## src/rtl/core/mstt_pkg.sv

```systemverilog
`timescale 1ns / 1ps
package mstt_pkg;

  localparam int unsigned TIME_W     = 48;
  localparam int unsigned TMO_W      = 32;
  localparam int unsigned PERIOD_W   = 31;
  localparam int unsigned WAIT_W     = 21;
  localparam int unsigned ID_W       = 8;
  localparam int unsigned KIND_W     = 2;
  localparam int unsigned IN_DATA_W  = 96;
  localparam int unsigned OUT_DATA_W = 32;

  // Input item kinds.
  localparam logic [KIND_W-1:0] KIND_ADD     = 2'd0;
  localparam logic [KIND_W-1:0] KIND_CANCEL  = 2'd1;
  localparam logic [KIND_W-1:0] KIND_PROCESS = 2'd2;

  // Result kinds.
  localparam logic [KIND_W-1:0] RK_FIRED  = 2'd0;
  localparam logic [KIND_W-1:0] RK_ADD    = 2'd1;
  localparam logic [KIND_W-1:0] RK_WAIT   = 2'd2;
  localparam logic [KIND_W-1:0] RK_CANCEL = 2'd3;

  typedef struct packed {
    logic [IN_DATA_W-TIME_W-ID_W-1-TMO_W-1:0] pad;
    logic [TIME_W-1:0]                        now;
    logic [ID_W-1:0]                          timer_id;
    logic                                     one_shot;
    logic [TMO_W-1:0]                         timeout_ms;
  } in_data_t;

  typedef struct packed {
    logic [OUT_DATA_W-WAIT_W-ID_W-1:0] pad;
    logic [WAIT_W-1:0]                 wait_time;
    logic [ID_W-1:0]                   out_id;
  } out_data_t;

  typedef struct packed {
    logic                one_shot;
    logic [PERIOD_W-1:0] period;
    logic [TIME_W-1:0]   fire_time;
  } slot_entry_t;

  // Request to the shared adder and comparator.
  typedef struct packed {
    logic              sub;
    logic [TIME_W-1:0] a;
    logic [TIME_W-1:0] b;
    logic [TIME_W-1:0] cmp_a;
    logic [TIME_W-1:0] cmp_b;
  } alu_req_t;

  typedef struct packed {
    logic [TIME_W-1:0] res;
    logic              lt;
    logic              eq;
  } alu_rsp_t;

endpackage

```

## src/rtl/core/mstt_ram.sv

```systemverilog
`timescale 1ns / 1ps
module mstt_ram #(
  parameter int unsigned WIDTH = 80,
  parameter int unsigned DEPTH = 16
) (
  input  logic                                      clk_i,
  input  logic                                      we_i,
  input  logic [((DEPTH > 1) ? $clog2(DEPTH) : 1)-1:0] waddr_i,
  input  logic [WIDTH-1:0]                          wdata_i,
  input  logic [((DEPTH > 1) ? $clog2(DEPTH) : 1)-1:0] raddr_i,
  output logic [WIDTH-1:0]                          rdata_o
);

  logic [WIDTH-1:0] mem_q [DEPTH];
  logic [WIDTH-1:0] rdata_q;

  always_ff @(posedge clk_i) begin
    if (we_i) begin
      mem_q[waddr_i] <= wdata_i;
    end
    rdata_q <= mem_q[raddr_i];
  end

  assign rdata_o = rdata_q;

endmodule

```

## src/rtl/core/mstt_alu.sv

```systemverilog
`timescale 1ns / 1ps
module mstt_alu (
  input  mstt_pkg::alu_req_t req_i,
  output mstt_pkg::alu_rsp_t rsp_o
);
  import mstt_pkg::*;

  logic [TIME_W:0] sum;

  always_comb begin
    if (req_i.sub) begin
      sum = {1'b0, req_i.a} - {1'b0, req_i.b};
    end else begin
      sum = {1'b0, req_i.a} + {1'b0, req_i.b};
    end
    // An add that carries out saturates at the largest time value.
    if (!req_i.sub && sum[TIME_W]) begin
      rsp_o.res = '1;
    end else begin
      rsp_o.res = sum[TIME_W-1:0];
    end
    rsp_o.lt = (req_i.cmp_a < req_i.cmp_b);
    rsp_o.eq = (req_i.cmp_a == req_i.cmp_b);
  end

endmodule

```

## src/rtl/core/multi_slot_timer_table_top.sv

```systemverilog
`timescale 1ns / 1ps
// Timer table with SLOTS one-shot or repeating slots.
// Input channel (s_axis): tuser carries the item kind (add, cancel, process);
// tdata carries timeout_ms, one_shot, timer_id and now. Ready is high only
// while the sequencer is idle, so one item is worked on at a time.
// Output channel (m_axis): tuser carries the result kind, tdata the id and
// the wait value, tlast marks the final result of an item.
// Add searches for the lowest free slot, writes it and updates the next
// deadline; a full table or a negative timeout answers with id zero.
// Cancel of an active id and process walk every slot to rebuild the next
// deadline, and process then forms the wait value; each slot passes the EVAL
// and MIN states on the single slot RAM read port and the shared adder/comparator.
// A cancel of an id that is free or out of range answers without a walk.
// Results leave through one output register, which is refilled in the cycle
// it is taken. When the receiver stalls, the sequencer holds at the next
// result until the register frees up; nothing is dropped.
// Reset clears the slot active bits, the next deadline and the output
// register. Slot contents need no clearing; no clearing pass is run.
module multi_slot_timer_table_top #(
  parameter int unsigned SLOTS    = 16,
  parameter int unsigned WAIT_CAP = 1000000
) (
  input  logic                           clk_i,
  input  logic                           rst_ni,
  input  logic                           s_axis_tvalid_i,
  output logic                           s_axis_tready_o,
  // timeout_ms [31:0], one_shot [32], timer_id [40:33], now [88:41]
  input  logic [mstt_pkg::IN_DATA_W-1:0]  s_axis_tdata_i,
  // kind [1:0]
  input  logic [mstt_pkg::KIND_W-1:0]     s_axis_tuser_i,
  output logic                           m_axis_tvalid_o,
  input  logic                           m_axis_tready_i,
  // out_id [7:0], wait_time [28:8]
  output logic [mstt_pkg::OUT_DATA_W-1:0] m_axis_tdata_o,
  // result_kind [1:0]
  output logic [mstt_pkg::KIND_W-1:0]     m_axis_tuser_o,
  output logic                           m_axis_tlast_o
);
  import mstt_pkg::*;

  localparam int unsigned      IDX_W    = (SLOTS > 1) ? $clog2(SLOTS) : 1;
  localparam logic [IDX_W-1:0] LAST_IDX = IDX_W'(SLOTS - 1);
  localparam logic [ID_W-1:0]  SLOTS_ID = ID_W'(SLOTS);
  localparam logic [TIME_W-1:0] CAP_T   = TIME_W'(WAIT_CAP);
  localparam logic [WAIT_W-1:0] CAP_W   = WAIT_W'(WAIT_CAP);
  localparam int unsigned      ENT_W    = $bits(slot_entry_t);

  localparam logic [3:0] ST_IDLE = 4'd0;
  localparam logic [3:0] ST_FIND = 4'd1;
  localparam logic [3:0] ST_ADD  = 4'd2;
  localparam logic [3:0] ST_AMIN = 4'd3;
  localparam logic [3:0] ST_EVAL = 4'd4;
  localparam logic [3:0] ST_MIN  = 4'd5;
  localparam logic [3:0] ST_WSUB = 4'd6;
  localparam logic [3:0] ST_WCAP = 4'd7;
  localparam logic [3:0] ST_EMIT = 4'd8;

  // Control state.
  logic [3:0]        state_q, state_d;
  logic [IDX_W-1:0]  idx_q, idx_d;
  logic [SLOTS-1:0]  active_q, active_d;
  logic [TIME_W-1:0] nd_q, nd_d;
  logic              proc_q, proc_d;
  logic              out_vld_q, out_vld_d;

  // Payload.
  logic [TIME_W-1:0]   now_q, now_d;
  logic [PERIOD_W-1:0] tmo_q, tmo_d;
  logic                one_shot_q, one_shot_d;
  logic [KIND_W-1:0]   rsp_kind_q, rsp_kind_d;
  logic [ID_W-1:0]     rsp_id_q, rsp_id_d;
  logic [TIME_W-1:0]   cand_q, cand_d;
  logic                cand_vld_q, cand_vld_d;
  logic [TIME_W-1:0]   diff_q, diff_d;
  logic                late_q, late_d;
  logic [KIND_W-1:0]   out_kind_q, out_kind_d;
  logic [ID_W-1:0]     out_id_q, out_id_d;
  logic [WAIT_W-1:0]   out_wait_q, out_wait_d;
  logic                out_last_q, out_last_d;

  in_data_t      in_data;
  out_data_t     out_data;
  slot_entry_t   ent;
  slot_entry_t   wr_ent;
  alu_req_t      alu_req;
  alu_rsp_t      alu_rsp;
  logic          ram_we;
  logic [ENT_W-1:0] ram_rdata;
  logic          out_free;
  logic [ID_W-1:0]  tid_m1;
  logic [IDX_W-1:0] tid_idx;
  logic          cancel_hit;
  logic [ID_W-1:0]  slot_id;
  logic          expired;

  assign in_data  = in_data_t'(s_axis_tdata_i);
  assign ent      = slot_entry_t'(ram_rdata);
  assign out_free = !out_vld_q || m_axis_tready_i;
  assign tid_m1   = in_data.timer_id - ID_W'(1);
  assign tid_idx  = tid_m1[IDX_W-1:0];
  assign cancel_hit = (in_data.timer_id != '0) && (in_data.timer_id <= SLOTS_ID) &&
                      active_q[tid_idx];
  assign slot_id  = ID_W'(idx_q) + ID_W'(1);

  mstt_alu u_alu (
    .req_i (alu_req),
    .rsp_o (alu_rsp)
  );

  // Read address follows the next index, so the entry for idx_q is ready in the following cycle.
  mstt_ram #(
    .WIDTH (ENT_W),
    .DEPTH (SLOTS)
  ) u_slot_ram (
    .clk_i   (clk_i),
    .we_i    (ram_we),
    .waddr_i (idx_q),
    .wdata_i (wr_ent),
    .raddr_i (idx_d),
    .rdata_o (ram_rdata)
  );

  always_comb begin
    state_d    = state_q;
    idx_d      = idx_q;
    active_d   = active_q;
    nd_d       = nd_q;
    proc_d     = proc_q;
    now_d      = now_q;
    tmo_d      = tmo_q;
    one_shot_d = one_shot_q;
    rsp_kind_d = rsp_kind_q;
    rsp_id_d   = rsp_id_q;
    cand_d     = cand_q;
    cand_vld_d = cand_vld_q;
    diff_d     = diff_q;
    late_d     = late_q;
    out_vld_d  = out_vld_q && !m_axis_tready_i;
    out_kind_d = out_kind_q;
    out_id_d   = out_id_q;
    out_wait_d = out_wait_q;
    out_last_d = out_last_q;
    ram_we     = 1'b0;
    wr_ent     = ent;
    alu_req    = '0;
    expired    = 1'b0;

    case (state_q)
      ST_IDLE: begin
        if (s_axis_tvalid_i) begin
          now_d      = in_data.now;
          tmo_d      = in_data.timeout_ms[PERIOD_W-1:0];
          one_shot_d = in_data.one_shot;
          idx_d      = '0;
          case (s_axis_tuser_i)
            KIND_ADD: begin
              rsp_kind_d = RK_ADD;
              rsp_id_d   = '0;
              state_d    = in_data.timeout_ms[TMO_W-1] ? ST_EMIT : ST_FIND;
            end
            KIND_CANCEL: begin
              rsp_kind_d = RK_CANCEL;
              rsp_id_d   = in_data.timer_id;
              if (cancel_hit) begin
                active_d[tid_idx] = 1'b0;
                nd_d    = '0;
                proc_d  = 1'b0;
                state_d = ST_EVAL;
              end else begin
                state_d = ST_EMIT;
              end
            end
            KIND_PROCESS: begin
              nd_d    = '0;
              proc_d  = 1'b1;
              state_d = ST_EVAL;
            end
            default: begin
              // Unknown kinds are dropped without a result.
            end
          endcase
        end
      end
      ST_FIND: begin
        if (!active_q[idx_q]) begin
          state_d = ST_ADD;
        end else if (idx_q == LAST_IDX) begin
          state_d = ST_EMIT;
        end else begin
          idx_d = idx_q + IDX_W'(1);
        end
      end
      ST_ADD: begin
        alu_req.a = now_q;
        alu_req.b = TIME_W'(tmo_q);
        ram_we    = 1'b1;
        wr_ent.one_shot  = one_shot_q;
        // A zero-period interval would refire forever; it runs at period one.
        wr_ent.period    = ((tmo_q == '0) && !one_shot_q) ? PERIOD_W'(1) : tmo_q;
        wr_ent.fire_time = alu_rsp.res;
        active_d[idx_q]  = 1'b1;
        cand_d  = alu_rsp.res;
        state_d = ST_AMIN;
      end
      ST_AMIN: begin
        alu_req.cmp_a = cand_q;
        alu_req.cmp_b = nd_q;
        if ((nd_q == '0) || alu_rsp.lt) begin
          nd_d = cand_q;
        end
        rsp_id_d = slot_id;
        state_d  = ST_EMIT;
      end
      ST_EVAL: begin
        alu_req.a     = now_q;
        alu_req.b     = TIME_W'(ent.period);
        alu_req.cmp_a = ent.fire_time;
        alu_req.cmp_b = now_q;
        expired = proc_q && active_q[idx_q] && (alu_rsp.lt || alu_rsp.eq);
        if (!expired || out_free) begin
          cand_d     = ent.fire_time;
          cand_vld_d = active_q[idx_q];
          if (expired) begin
            out_vld_d  = 1'b1;
            out_kind_d = RK_FIRED;
            out_id_d   = slot_id;
            out_wait_d = '0;
            out_last_d = 1'b0;
            if (ent.one_shot) begin
              active_d[idx_q] = 1'b0;
              cand_vld_d      = 1'b0;
            end else begin
              ram_we           = 1'b1;
              wr_ent.fire_time = alu_rsp.res;
              cand_d           = alu_rsp.res;
            end
          end
          state_d = ST_MIN;
        end
      end
      ST_MIN: begin
        alu_req.cmp_a = cand_q;
        alu_req.cmp_b = nd_q;
        // Slot order matters: a zero deadline counts as none and is replaced.
        if (cand_vld_q && ((nd_q == '0) || alu_rsp.lt)) begin
          nd_d = cand_q;
        end
        if (idx_q == LAST_IDX) begin
          state_d = proc_q ? ST_WSUB : ST_EMIT;
        end else begin
          idx_d   = idx_q + IDX_W'(1);
          state_d = ST_EVAL;
        end
      end
      ST_WSUB: begin
        alu_req.sub   = 1'b1;
        alu_req.a     = nd_q;
        alu_req.b     = now_q;
        alu_req.cmp_a = nd_q;
        alu_req.cmp_b = now_q;
        diff_d  = alu_rsp.res;
        late_d  = alu_rsp.lt || alu_rsp.eq;
        state_d = ST_WCAP;
      end
      ST_WCAP: begin
        alu_req.cmp_a = CAP_T;
        alu_req.cmp_b = diff_q;
        if (out_free) begin
          out_vld_d  = 1'b1;
          out_kind_d = RK_WAIT;
          out_id_d   = '0;
          out_last_d = 1'b1;
          if (late_q) begin
            out_wait_d = '1;
          end else if (alu_rsp.lt) begin
            out_wait_d = CAP_W;
          end else begin
            out_wait_d = diff_q[WAIT_W-1:0];
          end
          state_d = ST_IDLE;
        end
      end
      ST_EMIT: begin
        if (out_free) begin
          out_vld_d  = 1'b1;
          out_kind_d = rsp_kind_q;
          out_id_d   = rsp_id_q;
          out_wait_d = '0;
          out_last_d = 1'b1;
          state_d    = ST_IDLE;
        end
      end
      default: begin
        state_d = ST_IDLE;
      end
    endcase
  end

  always_ff @(posedge clk_i or negedge rst_ni) begin
    if (!rst_ni) begin
      state_q   <= ST_IDLE;
      idx_q     <= '0;
      active_q  <= '0;
      nd_q      <= '0;
      proc_q    <= 1'b0;
      out_vld_q <= 1'b0;
    end else begin
      state_q   <= state_d;
      idx_q     <= idx_d;
      active_q  <= active_d;
      nd_q      <= nd_d;
      proc_q    <= proc_d;
      out_vld_q <= out_vld_d;
    end
  end

  always_ff @(posedge clk_i) begin
    now_q      <= now_d;
    tmo_q      <= tmo_d;
    one_shot_q <= one_shot_d;
    rsp_kind_q <= rsp_kind_d;
    rsp_id_q   <= rsp_id_d;
    cand_q     <= cand_d;
    cand_vld_q <= cand_vld_d;
    diff_q     <= diff_d;
    late_q     <= late_d;
    out_kind_q <= out_kind_d;
    out_id_q   <= out_id_d;
    out_wait_q <= out_wait_d;
    out_last_q <= out_last_d;
  end

  always_comb begin
    out_data.pad       = '0;
    out_data.wait_time = out_wait_q;
    out_data.out_id    = out_id_q;
  end

  assign s_axis_tready_o = (state_q == ST_IDLE);
  assign m_axis_tvalid_o = out_vld_q;
  assign m_axis_tdata_o  = out_data;
  assign m_axis_tuser_o  = out_kind_q;
  assign m_axis_tlast_o  = out_last_q;

endmodule

```

## config.mk

```make
export PLATFORM = sky130hd
export DESIGN_NAME = multi_slot_timer_table_top
export DESIGN_NICKNAME = d
export VERILOG_FILES = /design/src/rtl/core/mstt_pkg.sv /design/src/rtl/core/mstt_ram.sv /design/src/rtl/core/mstt_alu.sv /design/src/rtl/core/multi_slot_timer_table_top.sv
export SDC_FILE = /design/constraint.sdc
export NUM_CORES = 2
export LEC_CHECK = 0
export BUFFER_PORTS_ARGS = -buffer_cell sky130_fd_sc_hd__buf_2
export CORE_MARGIN = 5
export CORE_UTILIZATION = 30
export CTS_BUF_LIST = sky130_fd_sc_hd__clkbuf_16
export CTS_CLUSTER_SIZE = 10
export DETAILED_ROUTE_END_ITERATION = 16
export GPL_TIMING_DRIVEN = 0
export PLACE_DENSITY_LB_ADDON = 0.05
export SYNTH_ARGS = -nofsm -noshare
export SYNTH_HDL_FRONTEND = slang
export SYNTH_SLANG_ARGS = --single-unit
```

## constraint.sdc

```tcl
create_clock -name clk_i -period 17.13 [get_ports clk_i]
set_clock_uncertainty 0.2 [all_clocks]
set_input_delay 3.426 -clock clk_i [delete_from_list [all_inputs] [get_ports clk_i]]
set_output_delay 3.426 -clock clk_i [all_outputs]
set_load 0.1 [all_outputs]
```

==> impl_metrics.ini <==
[floorplanning]
dieArea_um2 = 244000
die_x_um = 494
core_area_um2 = 233000
ios = 139
die_h_um = 494
start_util = 0.302
fp-row-count = 177

[synthesis]
synthTopCellsByArea = edfxtp_1 (64%), nand2_1 (4.9%), a221o_1 (3.4%)
synth_ff_type = edfxtp_1
yosysUniqueCellTypes = 90
synth_seq_cells = 1653
synth.cell_area_um2 = 70300
syn_avg_cell_area_um2 = 13.0
yosys.area.top_type = edfxtp_1
synth-edff-count = 1499
yosys-top-cells-count = edfxtp_1 (1,499), nand2_1 (915), a21oi_1 (440)
ys_warn_count = 0
yosysMostFrequentCell = edfxtp_1
async_flop_share = 0.0448
yosysSeqAreaShare = 0.689
synthCells = 5398
yosysTopAreaCellShare = 0.640

[power]
clkPwrFrac = 0.205
swShare = 0.461
max-vdd-ir-drop_mv = 0.119
comb_power_share = 0.466
pwr-share-seq = 0.329
power.density_nw_per_um2 = 221
internal_power_mw = 9.80
switching_power_mw = 8.39
leakagePower_nw = 29.0
p_total_mw = 18.2

[clock_network]
clock_latency_ns = 0.84
post_cts_buffers = 0
cts_tree = yes
postCtsHoldBufs = 0
path_clk_slew_ns = 0.06
root_buffer = clkbuf_16
htree_num_levels = 4
clockBufferDepth = 3
cts_buffers = 193
cts-resized-gates = 0
cts_sinks = 1653

[finish]
layout-drive-gt1-share = 0.112
layout.nets = 6013
area_delta_synth_final_pct = 17.3
num-fill-cells = 22878

[detailed_routing]
first_iter_violations = 4090
antenna_left = 0
firstDrtPassIters = 6
wl_per_cell_um = 29.5
routed_via_density = 5.23
drc = 0
wl_um = 268000
route.vias.total = 47502

[sta]
hold_violations = 0
fmaxAchievable_mhz = 101
rsz0062_at_grt = no
slew_viol_final = 0
finalSetupViolCount = 0
finalCriticalPeriod_ns = 9.95
tightestPinTransition_ns = 1.39
setup_tns_ns = 0
relSlewSlack = 0.0725
finalCritPeriodShare = 0.581

[run_status]
status = complete, no violations

[placement]
dp_hpwl_um = 194000
io_buffers = 126
place_congestion = 0.926

[global_routing]
grt_pass1_wl_um = 373000
grt_max_degree = 63
grt_pass1_vias = 47367
grtUsageTotal = 0.214
grt_overflow = 0
antenna_found_initial = 12

[critical_path]
slowest_stage = a31oi_2
worstPathArrival_ns = 10.23
crit_path_end_kind = register
cp.required_ns = 17.41
path_class = register to register
worst-path-max-fanout = 16
crit_path_start_kind = register
critPathMaxStageDelay_ns = 0.84

[hold_path]
hold_class = register to register

[flow_run]
maxCapViolations = 0
[worst max-delay path: cells and delay by family (launching register included)]
family                   cells  cell delay (ns)
multiplexers                 1             0.26
buffers and inverters        7             2.15
AO/OA/AOI/OAI                8             3.04
AND/OR/NAND/NOR              8             2.95
adder cells (fa/ha/maj)      2             0.51
XOR/XNOR                     1             0.09
flip-flops                   1             0.34
[metal layers]
layer | global-route usage | share of wire
met3 | 0.0309 | 0.051
met4 | 0.0678 | 0.032
met1 | 0.302 | 0.46
met2 | 0.341 | 0.46
met5 | 0 | 0
[power groups by stage]
stage | logic, mW | registers (mW) | clock network (mW)
after global routing | 9.11 | 5.99 | 3.99
final | 8.48 | 5.98 | 3.73
after global placement | 8.24 | 6.10 | 0
after floorplan | 4.60 | 5.89 | 0
after CTS | 8.49 | 5.97 | 3.84
after detailed placement | 8.45 | 6.05 | 0
[registers in the layout, indices dropped and copies added (netlist names), 2 cells and up]
| signal | flops |
|---|---|
| nd_q | 48 |
| idx_q | 4 |
| cand_q | 48 |
| tmo_q | 31 |
| out_wait_q | 21 |
| u_slot_ram.mem_q | 1280 |
| out_id_q | 8 |
| u_slot_ram.rdata_o | 80 |
| now_q | 48 |
| active_q | 16 |
| rsp_id_q | 8 |
| m_axis_tuser_o | 2 |
| diff_q | 48 |
| state_q | 4 |
[layout make-up]
type | instances | area (um2) | share of cell area
antenna | 6 | 15.0 | 0.000182
tap | 3132 | 3920 | 0.0475
timing repair buffer | 206 | 2140 | 0.0259
multi-input combinational | 3290 | 20400 | 0.248
buffer | 371 | 1550 | 0.0188
clock buffer | 198 | 4950 | 0.0601
inverter | 86 | 325 | 0.00394
clock inverter | 148 | 674 | 0.00818
sequential | 1653 | 48500 | 0.588
[through the flow]
stage	utilization	hold slack [ns]	cell area, um2	std cells	setup slack (ns)
2_1_floorplan	-	0.292	70300	5400	7.59
4_1_cts	0.354	0.320	82400	9084	6.72
6_report	0.354	0.317	82500	9090	7.18
3_3_place_gp	0.321	0.301	74900	8658	-1.21
3_5_place_dp	0.329	0.307	76800	8738	6.77
5_1_grt	0.354	0.336	82500	9085	6.70
[cell usage in the layout (no fill, tap or decap), types with 49 or more instances in the layout]
| cell type | netlist | final |
|---|---|---|
| a21oi_1 | 440 | 440 |
| a221o_1 | 239 | 239 |
| a222oi_1 | 49 | 49 |
| a22o_1 | 123 | 123 |
| a31oi_1 | 109 | 66 |
| and2_1 | 63 | 63 |
| buf_12 | 0 | 53 |
| buf_2 | 59 | 184 |
| clkbuf_1 | 285 | 272 |
| clkbuf_16 | 0 | 198 |
| dfrtp_1 | 74 | 74 |
| dfxtp_1 | 80 | 80 |
| edfxtp_1 | 1499 | 1499 |
| ha_1 | 109 | 109 |
| inv_1 | 83 | 202 |
| mux2_2 | 65 | 65 |
| nand2_1 | 915 | 914 |
| nor2_1 | 282 | 267 |
| nor3_1 | 177 | 177 |
| o21ai_0 | 100 | 100 |
| o22ai_1 | 95 | 95 |
[kinds of logic after synthesis]
kind of cell / after synthesis / synth area share
XOR/XNOR: 73 / 0.00909
flip-flops: 1653 / 0.689
AND/OR/NAND/NOR: 1642 / 0.102
AO/OA/AOI/OAI: 1367 / 0.137
buffers and inverters: 457 / 0.0264
adder cells (fa/ha/maj): 110 / 0.0197
multiplexers: 95 / 0.0165
other: 1 / 0.0000533
[worst paths after layout]
kind,depth (start not counted),slack (ns),from,end
setup / recovery,27,7.18,state_q[1],u_slot_ram.mem_q[10][8]
hold / removal,1,0.32,rsp_id_q[5],out_id_q[5]
setup reg to reg,27,7.18,state_q[1],u_slot_ram.mem_q[10][8]
hold reg to reg,1,0.32,rsp_id_q[5],out_id_q[5]
max in group asynchronous,2,13.74,rst_ni,nd_q[34]
min in group asynchronous,1,2.30,rst_ni,active_q[5]
No activity file was read; power rests on OpenSTA's default activity.
